`config.mk`:
```
export PLATFORM = sky130hd
export DESIGN_NAME = fls_front
export DESIGN_NICKNAME = d
export VERILOG_FILES = /design/src/fls_pkg.sv /design/src/fls_front.sv
export SDC_FILE = /design/constraint.sdc
export NUM_CORES = 1
export LEC_CHECK = 0
export ABC_AREA = 1
export BUFFER_PORTS_ARGS = -buffer_cell sky130_fd_sc_hd__buf_4
export CORE_ASPECT_RATIO = 0.75
export CORE_MARGIN = 3
export CORE_UTILIZATION = 50
export DETAILED_ROUTE_END_ITERATION = 16
export PLACE_DENSITY = 0.76
export REMOVE_ABC_BUFFERS = 1
export SLEW_MARGIN = 15
export SYNTH_ARGS = -nofsm -noshare
export SYNTH_HDL_FRONTEND = slang
export SYNTH_SLANG_ARGS = --single-unit
```
`constraint.sdc`:
```
create_clock -name clock -period 2.7 [get_ports clock]
set_input_delay 0 -clock clock [delete_from_list [all_inputs] [get_ports clock]]
set_output_delay 0 -clock clock [all_outputs]
set_load 0.01 [all_outputs]
```
`src/fls_pkg.sv`:
```
package fls_pkg;

   localparam int MAX_ENTRIES_DEF   = 64;
   localparam int VALUE_WIDTH_DEF   = 32;
   localparam int NUM_FIELD_WIDTH   = 32;
   localparam int DEN_FIELD_WIDTH   = 31;
   localparam int COUNT_FIELD_WIDTH = 7;

   typedef struct packed {
      logic signed [NUM_FIELD_WIDTH-1:0] numerator;
      logic signed [NUM_FIELD_WIDTH-1:0] denominator;
      logic                              last;
   } req_word_type;

   typedef struct packed {
      logic signed [NUM_FIELD_WIDTH-1:0] reduced_numerator;
      logic [DEN_FIELD_WIDTH-1:0]        reduced_denominator;
      logic                              is_minimum;
      logic [COUNT_FIELD_WIDTH-1:0]      minimum_count;
      logic                              dropped_flag;
      logic                              end_of_list;
   } rsp_word_type;

   typedef struct packed {
      logic last;
      logic zero_den;
      logic neg;
   } front_ctl_type;

   typedef enum logic [3:0] {
      ST_IDLE,
      ST_GCD,
      ST_DIV,
      ST_STORE,
      ST_POST,
      ST_RD,
      ST_WAIT,
      ST_CMP,
      ST_ADV,
      ST_EMIT
   } back_state_type;

   typedef enum logic [1:0] {
      PH_MIN,
      PH_CNT,
      PH_SEL
   } scan_phase_type;

endpackage

```
`src/fls_front.sv`:
```
module fls_front import fls_pkg::*; #(
   parameter int VALUE_WIDTH = VALUE_WIDTH_DEF
) (
   input  logic                   clock,
   input  logic                   reset,
   input  logic                   push,
   output logic                   full,
   input  req_word_type           req_word,
   output logic                   q_valid,
   input  logic                   q_pop,
   output front_ctl_type          q_ctl,
   output logic [VALUE_WIDTH-1:0] q_num_mag,
   output logic [VALUE_WIDTH-1:0] q_den_mag
);

   localparam int QW = 3 + 2 * VALUE_WIDTH;

   logic [QW-1:0]          slot_ff [2];
   logic                   wr_ptr_ff, wr_ptr_in;
   logic                   rd_ptr_ff, rd_ptr_in;
   logic [1:0]             fill_ff, fill_in;
   logic signed [VALUE_WIDTH-1:0] num_s, den_s;
   logic [VALUE_WIDTH-1:0] num_mag, den_mag;
   front_ctl_type          ctl;
   logic                   do_push;

   always_comb begin
      num_s        = req_word.numerator[VALUE_WIDTH-1:0];
      den_s        = req_word.denominator[VALUE_WIDTH-1:0];
      num_mag      = num_s[VALUE_WIDTH-1] ? (~num_s + 1'b1) : num_s;
      den_mag      = den_s[VALUE_WIDTH-1] ? (~den_s + 1'b1) : den_s;
      ctl.last     = req_word.last;
      ctl.zero_den = (den_s == '0);
      ctl.neg      = num_s[VALUE_WIDTH-1] ^ den_s[VALUE_WIDTH-1];
   end

   assign full    = (fill_ff == 2'd2);
   assign q_valid = (fill_ff != 2'd0);
   assign do_push = push && !full;
   assign {q_ctl, q_num_mag, q_den_mag} = slot_ff[rd_ptr_ff];

   always_comb begin
      wr_ptr_in = wr_ptr_ff ^ do_push;
      rd_ptr_in = rd_ptr_ff ^ q_pop;
      fill_in   = fill_ff + {1'b0, do_push} - {1'b0, q_pop};
   end

   always_ff @(posedge clock) begin
      if (reset) begin
         wr_ptr_ff <= 1'b0;
         rd_ptr_ff <= 1'b0;
         fill_ff   <= 2'd0;
      end else begin
         wr_ptr_ff <= wr_ptr_in;
         rd_ptr_ff <= rd_ptr_in;
         fill_ff   <= fill_in;
      end
   end

   always_ff @(posedge clock) begin
      if (do_push) begin
         slot_ff[wr_ptr_ff] <= {ctl, num_mag, den_mag};
      end
   end

endmodule

```
==> reports/metrics.csv <==
metric;value;unit
status;finished clean;
critPathRequiredTime;2.70;ns
critPathArrivalTime;1.82;ns
drtIter0Drc;454;
htreeDepth;4;
setup_tns;0;ns
syn_area;7101;µm²
reg2regPathDepth;4;
root_buffer;clkbuf_16;
antenna_found_initial;0;
die_w;143.6;µm
r2r_slack;1.09;ns
dieArea;15680;µm²
io_pins;138;
max-cap-violations;0;
wl_per_cell;17.21;µm
hold_viol;0;
core_area;13800;µm²
fin_crit;1.822;ns
timing.fmax;549.0;MHz
grt_setup_unrepaired;false;
hold_class;input port to register;
final_cell_mix;197 x nand2_1, 143 x buf_4, 134 x edfxtp_1;
drc;0;
routed_via_density;5.206;
worstReg2RegEnd;slot_ff[0][10];
post_cts.repair.setup_buffers;0;
holdPathStages;3;
initial_core_util;51.47;%
grt_pass1_wl;28.51;mm
post-route-period-util;67.47;%
setup_violations;0;
die-height;109.2;µm
diodes;0;
dpl.hpwl;12.83;mm
grtUsageTotal;23.97;%
gr-total-overflow;0;
power_density;682.0;nW/µm²
portBuffers;137;
syn_area_per_cell;10.31;µm²
fin_worst_skew;0.009031;ns
drv_slew;0;
worstSkewPairLatency;0.41;ns
area_growth;33.64;%
final_nets;967;
cts_buffer_depth;2;
yosysSeqAreaShare;57.80;%
ys_warn_count;0;
cts_sinks;138;
hold_path_end;slot_ff[1][28];
crit_type;register to output port;
drtAntennaViolNets;0;
path_max_fanout;43;
clk_pin_slew;0.06;ns
gp_congestion;1.005;
cts_tree;built;
timing.slew.headroom;60.45;%
grt_pass1_vias;5492;
drt_wl_total;18.59;mm
synthCells;689;
netlist-cell-type-count;26;
ys_ff_latch;138;
via_count;5622;
grt_max_degree;44;
timing.rr.start;fill_ff[0];
tightestPinTransition;0.5933;ns
drt-pass1-iter-count;5;
critPathCaptureType;output port;
final_common_cell;nand2_1;
placementRows;37;
cts_buffers;17;
hold_slack;0.03488;ns
peakVddDrop;0.4948;mV
start_kind;register;
drive_gt1_share;29.39;%
hold_path_startpoint;req_word[29];
p_leak;3.904;nW
## cell families after synthesis
| group | Yosys count | share of synthesized area (%) |
|---|---|---|
| DFF | 138 | 57.80 |
| AOI/OAI and AO/OA | 16 | 1.181 |
| xor gates and xnor gates | 32 | 3.947 |
| adders and majority gates | 6 | 1.057 |
| buffers and inverters | 71 | 4.282 |
| muxes | 67 | 10.63 |
| and+or+nand+nor | 359 | 21.11 |
## worst max path at each step
stage	from	endpoint	slack (ns)	cells past startpoint
3_3_place_gp	fill_ff[1]	slot_ff[0][10]	1.15	5
5_1_grt	rd_ptr_ff	q_den_mag[18]	0.80	3
2_1_floorplan	fill_ff[1]	slot_ff[1][0]	0.10	4
4_1_cts	rd_ptr_ff	q_num_mag[12]	0.83	3
6_report	rd_ptr_ff	q_num_mag[14]	0.88	3
3_5_place_dp	fill_ff[0]	slot_ff[0][10]	1.10	4
## metrics by stage
| step | util [%] | total power, W | std cells | setup slack, ns | area [µm²] |
|---|---|---|---|---|---|
| finish | 68.78 | 0.006472 | 1080 | 0.8784 | 9489 |
| global route | 68.78 | 0.006733 | 1080 | 0.7967 | 9489 |
| CTS | 68.78 | 0.006510 | 1080 | 0.8269 | 9489 |
| detailed placement | 60.18 | 0.004029 | 991 | 1.098 | 8302 |
| global placement | 60.18 | 0.003991 | 991 | 1.147 | 8302 |
| floorplan | - | 0.003433 | 673 | 0.1049 | 7003 |
## report_power, final
part           internal, W  total, W  switching (W)
logic             0.000610   0.00132       0.000706
registers          0.00268   0.00275      0.0000617
clock network      0.00148   0.00241       0.000936
total              0.00477   0.00647        0.00170
## worst max-delay path, cell delays in order, from the launching register on
cell	delay, ns
dfxtp_2	0.32
buf_4	0.47
mux2_2	0.42
buf_4	0.15
## synth_stat cells
cell type,count,area [µm²]
o21ai_0,14,70.07
a21oi_1,1,5.000
edfxtp_1,134,4024
xor2_1,10,87.58
buf_2,12,60.06
mux2_1,1,11.26
inv_1,55,206.5
nor3_1,2,10.01
mux2_2,66,743.2
clkbuf_1,1,3.750
xnor2_1,22,192.7
nor2_4,3,33.78
nand2_2,4,25.02
or2_2,2,12.51
buf_6,3,33.78
dfxtp_1,4,80.08
nor2_1,94,352.8
ha_1,6,75.07
nand3_2,2,20.02
nor3_2,1,10.01
nand3b_1,4,30.03
nand3_1,38,190.2
nand2_1,197,739.5
nor2_2,9,56.30
o21ai_2,1,8.760
nand4_1,3,18.77
## routing by layer
metal	global-route usage, %	share of wire, %
met5	0	0
met1	34.59	47
met3	5.612	6.5
met2	36.49	45
met4	6.922	1.5
## registers in the layout (all words and copies together), names as in the netlist
name,flops
fill_ff,2
rd_ptr_ff,1
slot_ff,134
wr_ptr_ff,1
## cell type report
type	count	area [µm²]
Timing Repair Buffer	200	1644
Clock inverter	15	191.4
Fill cell	1029	4307
Tap cell	175	219.0
Clock buffer	17	425.4
Sequential cell	138	4105
Multi-Input combinational cell	480	2698
Inverter	55	206.4
## repair_timing
action | 4_1_cts | 5_1_grt
gates resized for setup | 0 | 0
endpoints found under the hold margin | 113 | 0
hold buffers | 57 | 0
No activity file was read; power rests on OpenSTA's default activity.
