**src/fls_ram.sv**
```systemverilog
module fls_ram #(
   parameter int WIDTH = 8,
   parameter int DEPTH = 4
) (
   input  logic                     clock,
   input  logic                     wr_en,
   input  logic [$clog2(DEPTH)-1:0] wr_addr,
   input  logic [WIDTH-1:0]         wr_data,
   input  logic [$clog2(DEPTH)-1:0] rd_addr,
   output logic [WIDTH-1:0]         rd_data
);

   logic [WIDTH-1:0] mem_ff [DEPTH];
   logic [WIDTH-1:0] rd_data_ff;

   always_ff @(posedge clock) begin
      if (wr_en) begin
         mem_ff[wr_addr] <= wr_data;
      end
      rd_data_ff <= mem_ff[rd_addr];
   end

   assign rd_data = rd_data_ff;

endmodule

```
**config.mk**
```make
export PLATFORM = sky130hd
export DESIGN_NAME = fls_ram
export DESIGN_NICKNAME = d
export VERILOG_FILES = /design/src/fls_ram.sv
export SDC_FILE = /design/constraint.sdc
export NUM_CORES = 1
export LEC_CHECK = 0
export BUFFER_PORTS_ARGS = -buffer_cell sky130_fd_sc_hd__buf_2
export CAP_MARGIN = 25
export CORE_MARGIN = 4
export CORE_UTILIZATION = 48
export DETAILED_ROUTE_END_ITERATION = 7
export GPL_TIMING_DRIVEN = 1
export PLACE_DENSITY_LB_ADDON = 0.2
export SLEW_MARGIN = 20
export SYNTH_ARGS = -nofsm -noshare
export SYNTH_HDL_FRONTEND = slang
export SYNTH_SLANG_ARGS = --single-unit
export TNS_END_PERCENT = 1
```
**constraint.sdc**
```tcl
create_clock -name clock -period 1.2 [get_ports clock]
set_input_delay 0.06 -clock clock [delete_from_list [all_inputs] [get_ports clock]]
set_output_delay 0.06 -clock clock [all_outputs]
set_load 0.05 [all_outputs]
```
==> flow_summary.json, run 1 <==
{
  "run_status": "complete, no violations",
  "hp-class": "input pin to flop",
  "crit_start": "rd_data[2]",
  "pre_cts_slack_ns": 0.179,
  "clkTransAtPathRegs_ns": 0.11,
  "ir_worst_vdd_v": 0.00117,
  "postLayoutCoreUtil_pct": 64.8,
  "worstSetupEndpointType": "primary output",
  "synthDistinctLibCells": 8,
  "finalWorstSetupSlack_ns": 0.235,
  "critPathTopFamily": "flip-flops",
  "area_delta_synth_final_pct": 23.3,
  "hold_ws_ns": 0.145,
  "startpoint_type": "flop",
  "rsz0062_at_grt": "false",
  "clock-skew-final_ns": 0.00586,
  "routed_wl_um": 1880,
  "diodes": 0,
  "critical-path-max-stage-delay_ns": 0.33,
  "clk_path_buf_depth": 2,
  "power_density_nw_per_um2": 1640,
  "die_height_um": 61.0,
  "cts_made_buffers": 5,
  "r2r_slack_ns": 0.24,
  "die_area_um2": 3720,
  "setup_tns_ns": 0,
  "cap_violations": 0,
  "htreeDepth": 2,
  "ant_nets": 0,
  "crit_required_ns": 1.14,
  "clock.fmax_mhz": 1040,
  "die_x_um": 61.0,
  "clock_latency_ns": 0.33,
  "report.power.total_w": 0.00273,
  "min_from": "rd_addr[1]",
  "min_to": "rd_data[5]",
  "antenna_found_initial": 0,
  "rows": 18,
  "cts_resized": 0,
  "wl_per_cell_um": 15.4,
  "cp_cell_sequence": "buf_2",
  "r2r-start": "mem_ff[3][1]",
  "core_region_area_um2": 2570,
  "mostFrequentLayoutCells": "edfxtp_1 (32), buf_2 (21), mux4_2 (8), dlygate4sd3_1 (8), dfxtp_1 (8)",
  "hold_violations": 0,
  "finalNetCount": 105,
  "grt_pass1_vias": 667,
  "drt-initial-drc-count": 11,
  "grt.overflow.total": 0,
  "slowest_stage": "dfxtp_1",
  "syn_nets": 68,
  "finalCritPeriodShare_pct": 80.4,
  "r2r_end": "rd_data[1]",
  "cts_num_sinks": 40,
  "drive_gt1_share_pct": 42.4,
  "synth_top_area_share_pct": 71.2,
  "synthCells": 54,
  "synth_warnings": 0,
  "gp_congestion": 0.640,
  "vias_per_cell": 5.08,
  "ys_seq_elements": 40,
  "path_max_fanout": 1,
  "drc": 0,
  "min_period_ns": 0.965,
  "root_buffer": "clkbuf_4",
  "io-pin-count": 22,
  "grt_pass1_wl_um": 3040,
  "synthTopCellsByArea": "edfxtp_1 (71%), mux4_2 (13%), dfxtp_1 (12%), and3b_1 (1.3%), buf_6 (0.83%)",
  "critPathArrivalTime_ns": 0.90,
  "grtUsageTotal_pct": 12.4,
  "whs_path_depth": 2,
  "layout_commonest_cell": "edfxtp_1",
  "fillers": 186,
  "io_buffers": 21,
  "maxSlewViolCount": 0,
  "criticalPathCategory": "flop to primary output",
  "path_buf_inv": 1,
  "ys_seq_area_share_pct": 83.1,
  "cts_tree": "done",
  "vias": 620,
  "grt_max_degree": 13,
  "leakagePower_nw": 0.611,
  "firstDrtPassIters": 2,
  "maxSlewHeadroom_pct": 72.6,
  "synth_area_um2": 1350,
  "start_util_pct": 52.5,
  "r2r.worst_path.cells": 1,
  "syn-mean-instance-area_um2": 25.0,
  "synth_top_cell_by_area": "edfxtp_1",
  "worst_pin_slew_ns": 0.411,
  "setup_viol": 0
}
per-layer routing:
layer	up-vias	share of wire, %	track usage (%)	wire, um
li1	297	-	-	-
met1	302	39	12.5	734
met2	17	54	22.4	1010
met3	4	5.3	4.40	99
met4	0	1.5	6.50	29
met5	-	0	0	0
sequential cells by signal (all words and copies together) (netlist names):
signal   flops
mem_ff      32
rd_data      8
synth_stat cells, drive strengths merged:
library cell	n
edfxtp	32
dfxtp	8
mux4	8
and3b	2
and3	1
buf	1
clkbuf	1
nor3b	1
worst max-delay path by stage:
stage,to,depth (start not counted),slack [ns]
after floorplan,mem_ff[0][0],1,0.08
after global placement,rd_data[2],2,0.20
after detailed placement,rd_data[2],2,0.18
after CTS,rd_data[3],1,0.21
after global routing,rd_data[1],1,0.18
final,rd_data[2],1,0.24
repair_timing:
item | 4_1_cts | 5_1_grt
buffers inserted | 0 | 0
hold buffers | 8 | 0
endpoints found under the hold margin | 32 | 0
final cells by class:
| cell class | count | area, um2 | share of cell area (%) |
|---|---|---|---|
| timing repair buffer | 32 | 208 | 12.5 |
| sequential | 40 | 1120 | 67.4 |
| clock buffer | 6 | 51.3 | 3.09 |
| tap | 30 | 37.5 | 2.26 |
| clock inverter | 2 | 33.8 | 2.03 |
| multi-input combinational | 12 | 211 | 12.7 |
cells by family after synthesis:
logic type | after synthesis | share of synthesized area (%)
buf+inv | 2 | 1.21
flops | 40 | 83.1
mux | 8 | 13.4
simple gates | 4 | 2.32
power breakdown:
group	switching, W	total (W)	leakage [nW]	internal (W)
logic	0.000160	0.000258	0.204	0.0000973
registers	0.0000155	0.00159	0.361	0.00158
clock network	0.000392	0.000881	0.0459	0.000489
total	0.000568	0.00273	0.611	0.00217
metrics by stage:
step	cell area (um2)	instances
after floorplan	1350	54
after global placement	1500	106
after detailed placement	1500	106
after CTS	1660	122
after global routing	1660	122
final	1660	122
Power figures use the tool's default switching activity.
==> run 2: changes to the inputs <==
Settings changed: CORE_UTILIZATION 48 to 50.
Clock period 1.2 ns to 0.9 ns, I/O delays scaled along.
==> run 2 against run 1 <==
  * The run now ends with setup timing left
  * Cell count grew 2.5%
  * Die area decreased by 3.5%
  * First-iteration DRC count increased by 64%
  * Flip-flop and latch count stayed put
  * Core utilization grew 4.5 points
  * Global-route usage grew 1.0 points
  * Sequential power grew 35%
==> flow_summary.json, run 2 (synthesis results as in run 1) <==
{
  "antenna_found_initial": 0,
  "die_height_um": 59.9,
  "worstSetupEndpointType": "flop",
  "cts_tree": "done",
  "clk_path_buf_depth": 2,
  "regMostFlops": "mem_ff",
  "finalCritPeriodShare_pct": 107,
  "vias_per_cell": 5.24,
  "fillers": 185,
  "start_util_pct": 53.5,
  "path_max_fanout": 1,
  "setup_tns_ns": -0.426,
  "postLayoutCoreUtil_pct": 69.2,
  "slowest_stage": "mux4_2",
  "r2r.worst_path.cells": 1,
  "grtUsageTotal_pct": 13.5,
  "finalNetCount": 108,
  "power_density_nw_per_um2": 1970,
  "cap_violations": 0,
  "wl_per_cell_um": 16.2,
  "drc": 0,
  "path_buf_inv": 0,
  "io_buffers": 21,
  "grt.overflow.total": 0,
  "criticalPathCategory": "flop to flop",
  "area_delta_synth_final_pct": 29.5,
  "vias": 655,
  "crit_start": "mem_ff[2][0]",
  "whs_path_depth": 2,
  "firstDrtPassIters": 3,
  "hold_violations": 0,
  "grt_pass1_vias": 691,
  "grt_max_degree": 12,
  "min_to": "rd_data[1]",
  "cp_cell_sequence": "mux4_2",
  "hp-class": "input pin to flop",
  "crit_cells": 1,
  "setup_viol": 8,
  "critical-path-max-stage-delay_ns": 0.46,
  "io-pin-count": 22,
  "post-place-cells": 109,
  "hold_ws_ns": 0.136,
  "htreeDepth": 2,
  "rows": 18,
  "run_status": "finished, violations left",
  "clock_latency_ns": 0.32,
  "violations": "setup timing",
  "pre_cts_slack_ns": -0.0614,
  "ant_nets": 0,
  "critPathTopFamily": "multiplexers",
  "maxSlewViolCount": 0,
  "clock.fmax_mhz": 1040,
  "min_period_ns": 0.960,
  "crit_required_ns": 1.11,
  "critPathArrivalTime_ns": 1.17,
  "r2r_slack_ns": -0.06,
  "diodes": 0,
  "startpoint_type": "flop",
  "leakagePower_nw": 0.640,
  "routed_wl_um": 2030,
  "finalWorstSetupSlack_ns": -0.0600,
  "clock-skew-final_ns": 0.00492,
  "worst_pin_slew_ns": 0.202,
  "drt-initial-drc-count": 18,
  "cts_made_buffers": 5,
  "maxSlewHeadroom_pct": 86.5,
  "root_buffer": "clkbuf_4",
  "r2r_end": "rd_data[0]",
  "r2r-start": "mem_ff[2][0]",
  "min_from": "rd_addr[1]",
  "core_region_area_um2": 2520,
  "finalNonFillerCells": 125,
  "rsz0062_at_grt": "true",
  "gp_congestion": 0.604,
  "grt_pass1_wl_um": 3210,
  "layout_commonest_cell": "edfxtp_1",
  "mostFrequentLayoutCells": "edfxtp_1 (32), buf_2 (13), mux4_2 (8), dlygate4sd3_1 (8), buf_6 (8)",
  "clkTransAtPathRegs_ns": 0.11,
  "die_x_um": 59.9,
  "die_area_um2": 3590,
  "largest_reg_flops": 32,
  "ir_worst_vdd_v": 0.00131,
  "drive_gt1_share_pct": 50.5,
  "cts_num_sinks": 40
}
[run 2: cell count changes in the layout (fill, tap and decap cells not counted)]
cell	delta
buf_6	+8
nor3b_1	-1
buf_12	+2
clkinv_1	-1
nor3b_2	+1
dfxtp_1	-6
buf_4	+1
clkbuf_1	+2
buf_2	-8
dfxtp_2	+6
bufinv_16	-1
[run 2: worst max path at each step]
stage / endpoint / slack [ns]
2_1_floorplan: rd_data[0] / -0.009
3_3_place_gp: rd_data[3] / -0.03
3_5_place_dp: rd_data[2] / -0.06
4_1_cts: rd_data[2] / -0.07
5_1_grt: rd_data[6] / -0.09
6_report: rd_data[0] / -0.06
[run 2: routing by layer]
| metal | up-vias | GRT usage [%] | part of all wire (%) |
|---|---|---|---|
| met5 | - | 0 | 0 |
| li1 | 302 | - | - |
| met4 | 0 | 9.49 | 2.3 |
| met2 | 15 | 21.8 | 56 |
| met1 | 334 | 15.1 | 38 |
| met3 | 4 | 3.89 | 3.8 |
[run 2: power breakdown]
group | total, W | switching (W) | internal, W
registers | 0.00214 | 0.0000318 | 0.00211
logic | 0.000410 | 0.000219 | 0.000191
clock network | 0.000887 | 0.000501 | 0.000386
total | 0.00344 | 0.000752 | 0.00269
[run 2: metrics by stage]
stage | area, um2 | total power (W)
6_report | 1750 | 0.00344
2_1_floorplan | 1350 | 0.00239
3_3_place_gp | 1550 | 0.00251
4_1_cts | 1730 | 0.00346
3_5_place_dp | 1550 | 0.00252
5_1_grt | 1750 | 0.00359
[run 2: what timing repair did]
action                                  CTS  global route
setup buffers                             0             0
pin swaps                                 0             0
endpoints found under the hold margin    32             0
endpoints found under the setup margin   16            16
gates resized for setup                  13             9
hold buffers                              8             0
[run 2: area by class of cell]
type / count / area (um2) / share of cell area (%)
flip-flops and latches: 40 / 1130 / 64.6
repair buffers: 35 / 305 / 17.5
multi-input cells: 12 / 216 / 12.4
clock buffers: 8 / 58.8 / 3.37
well taps: 30 / 37.5 / 2.15
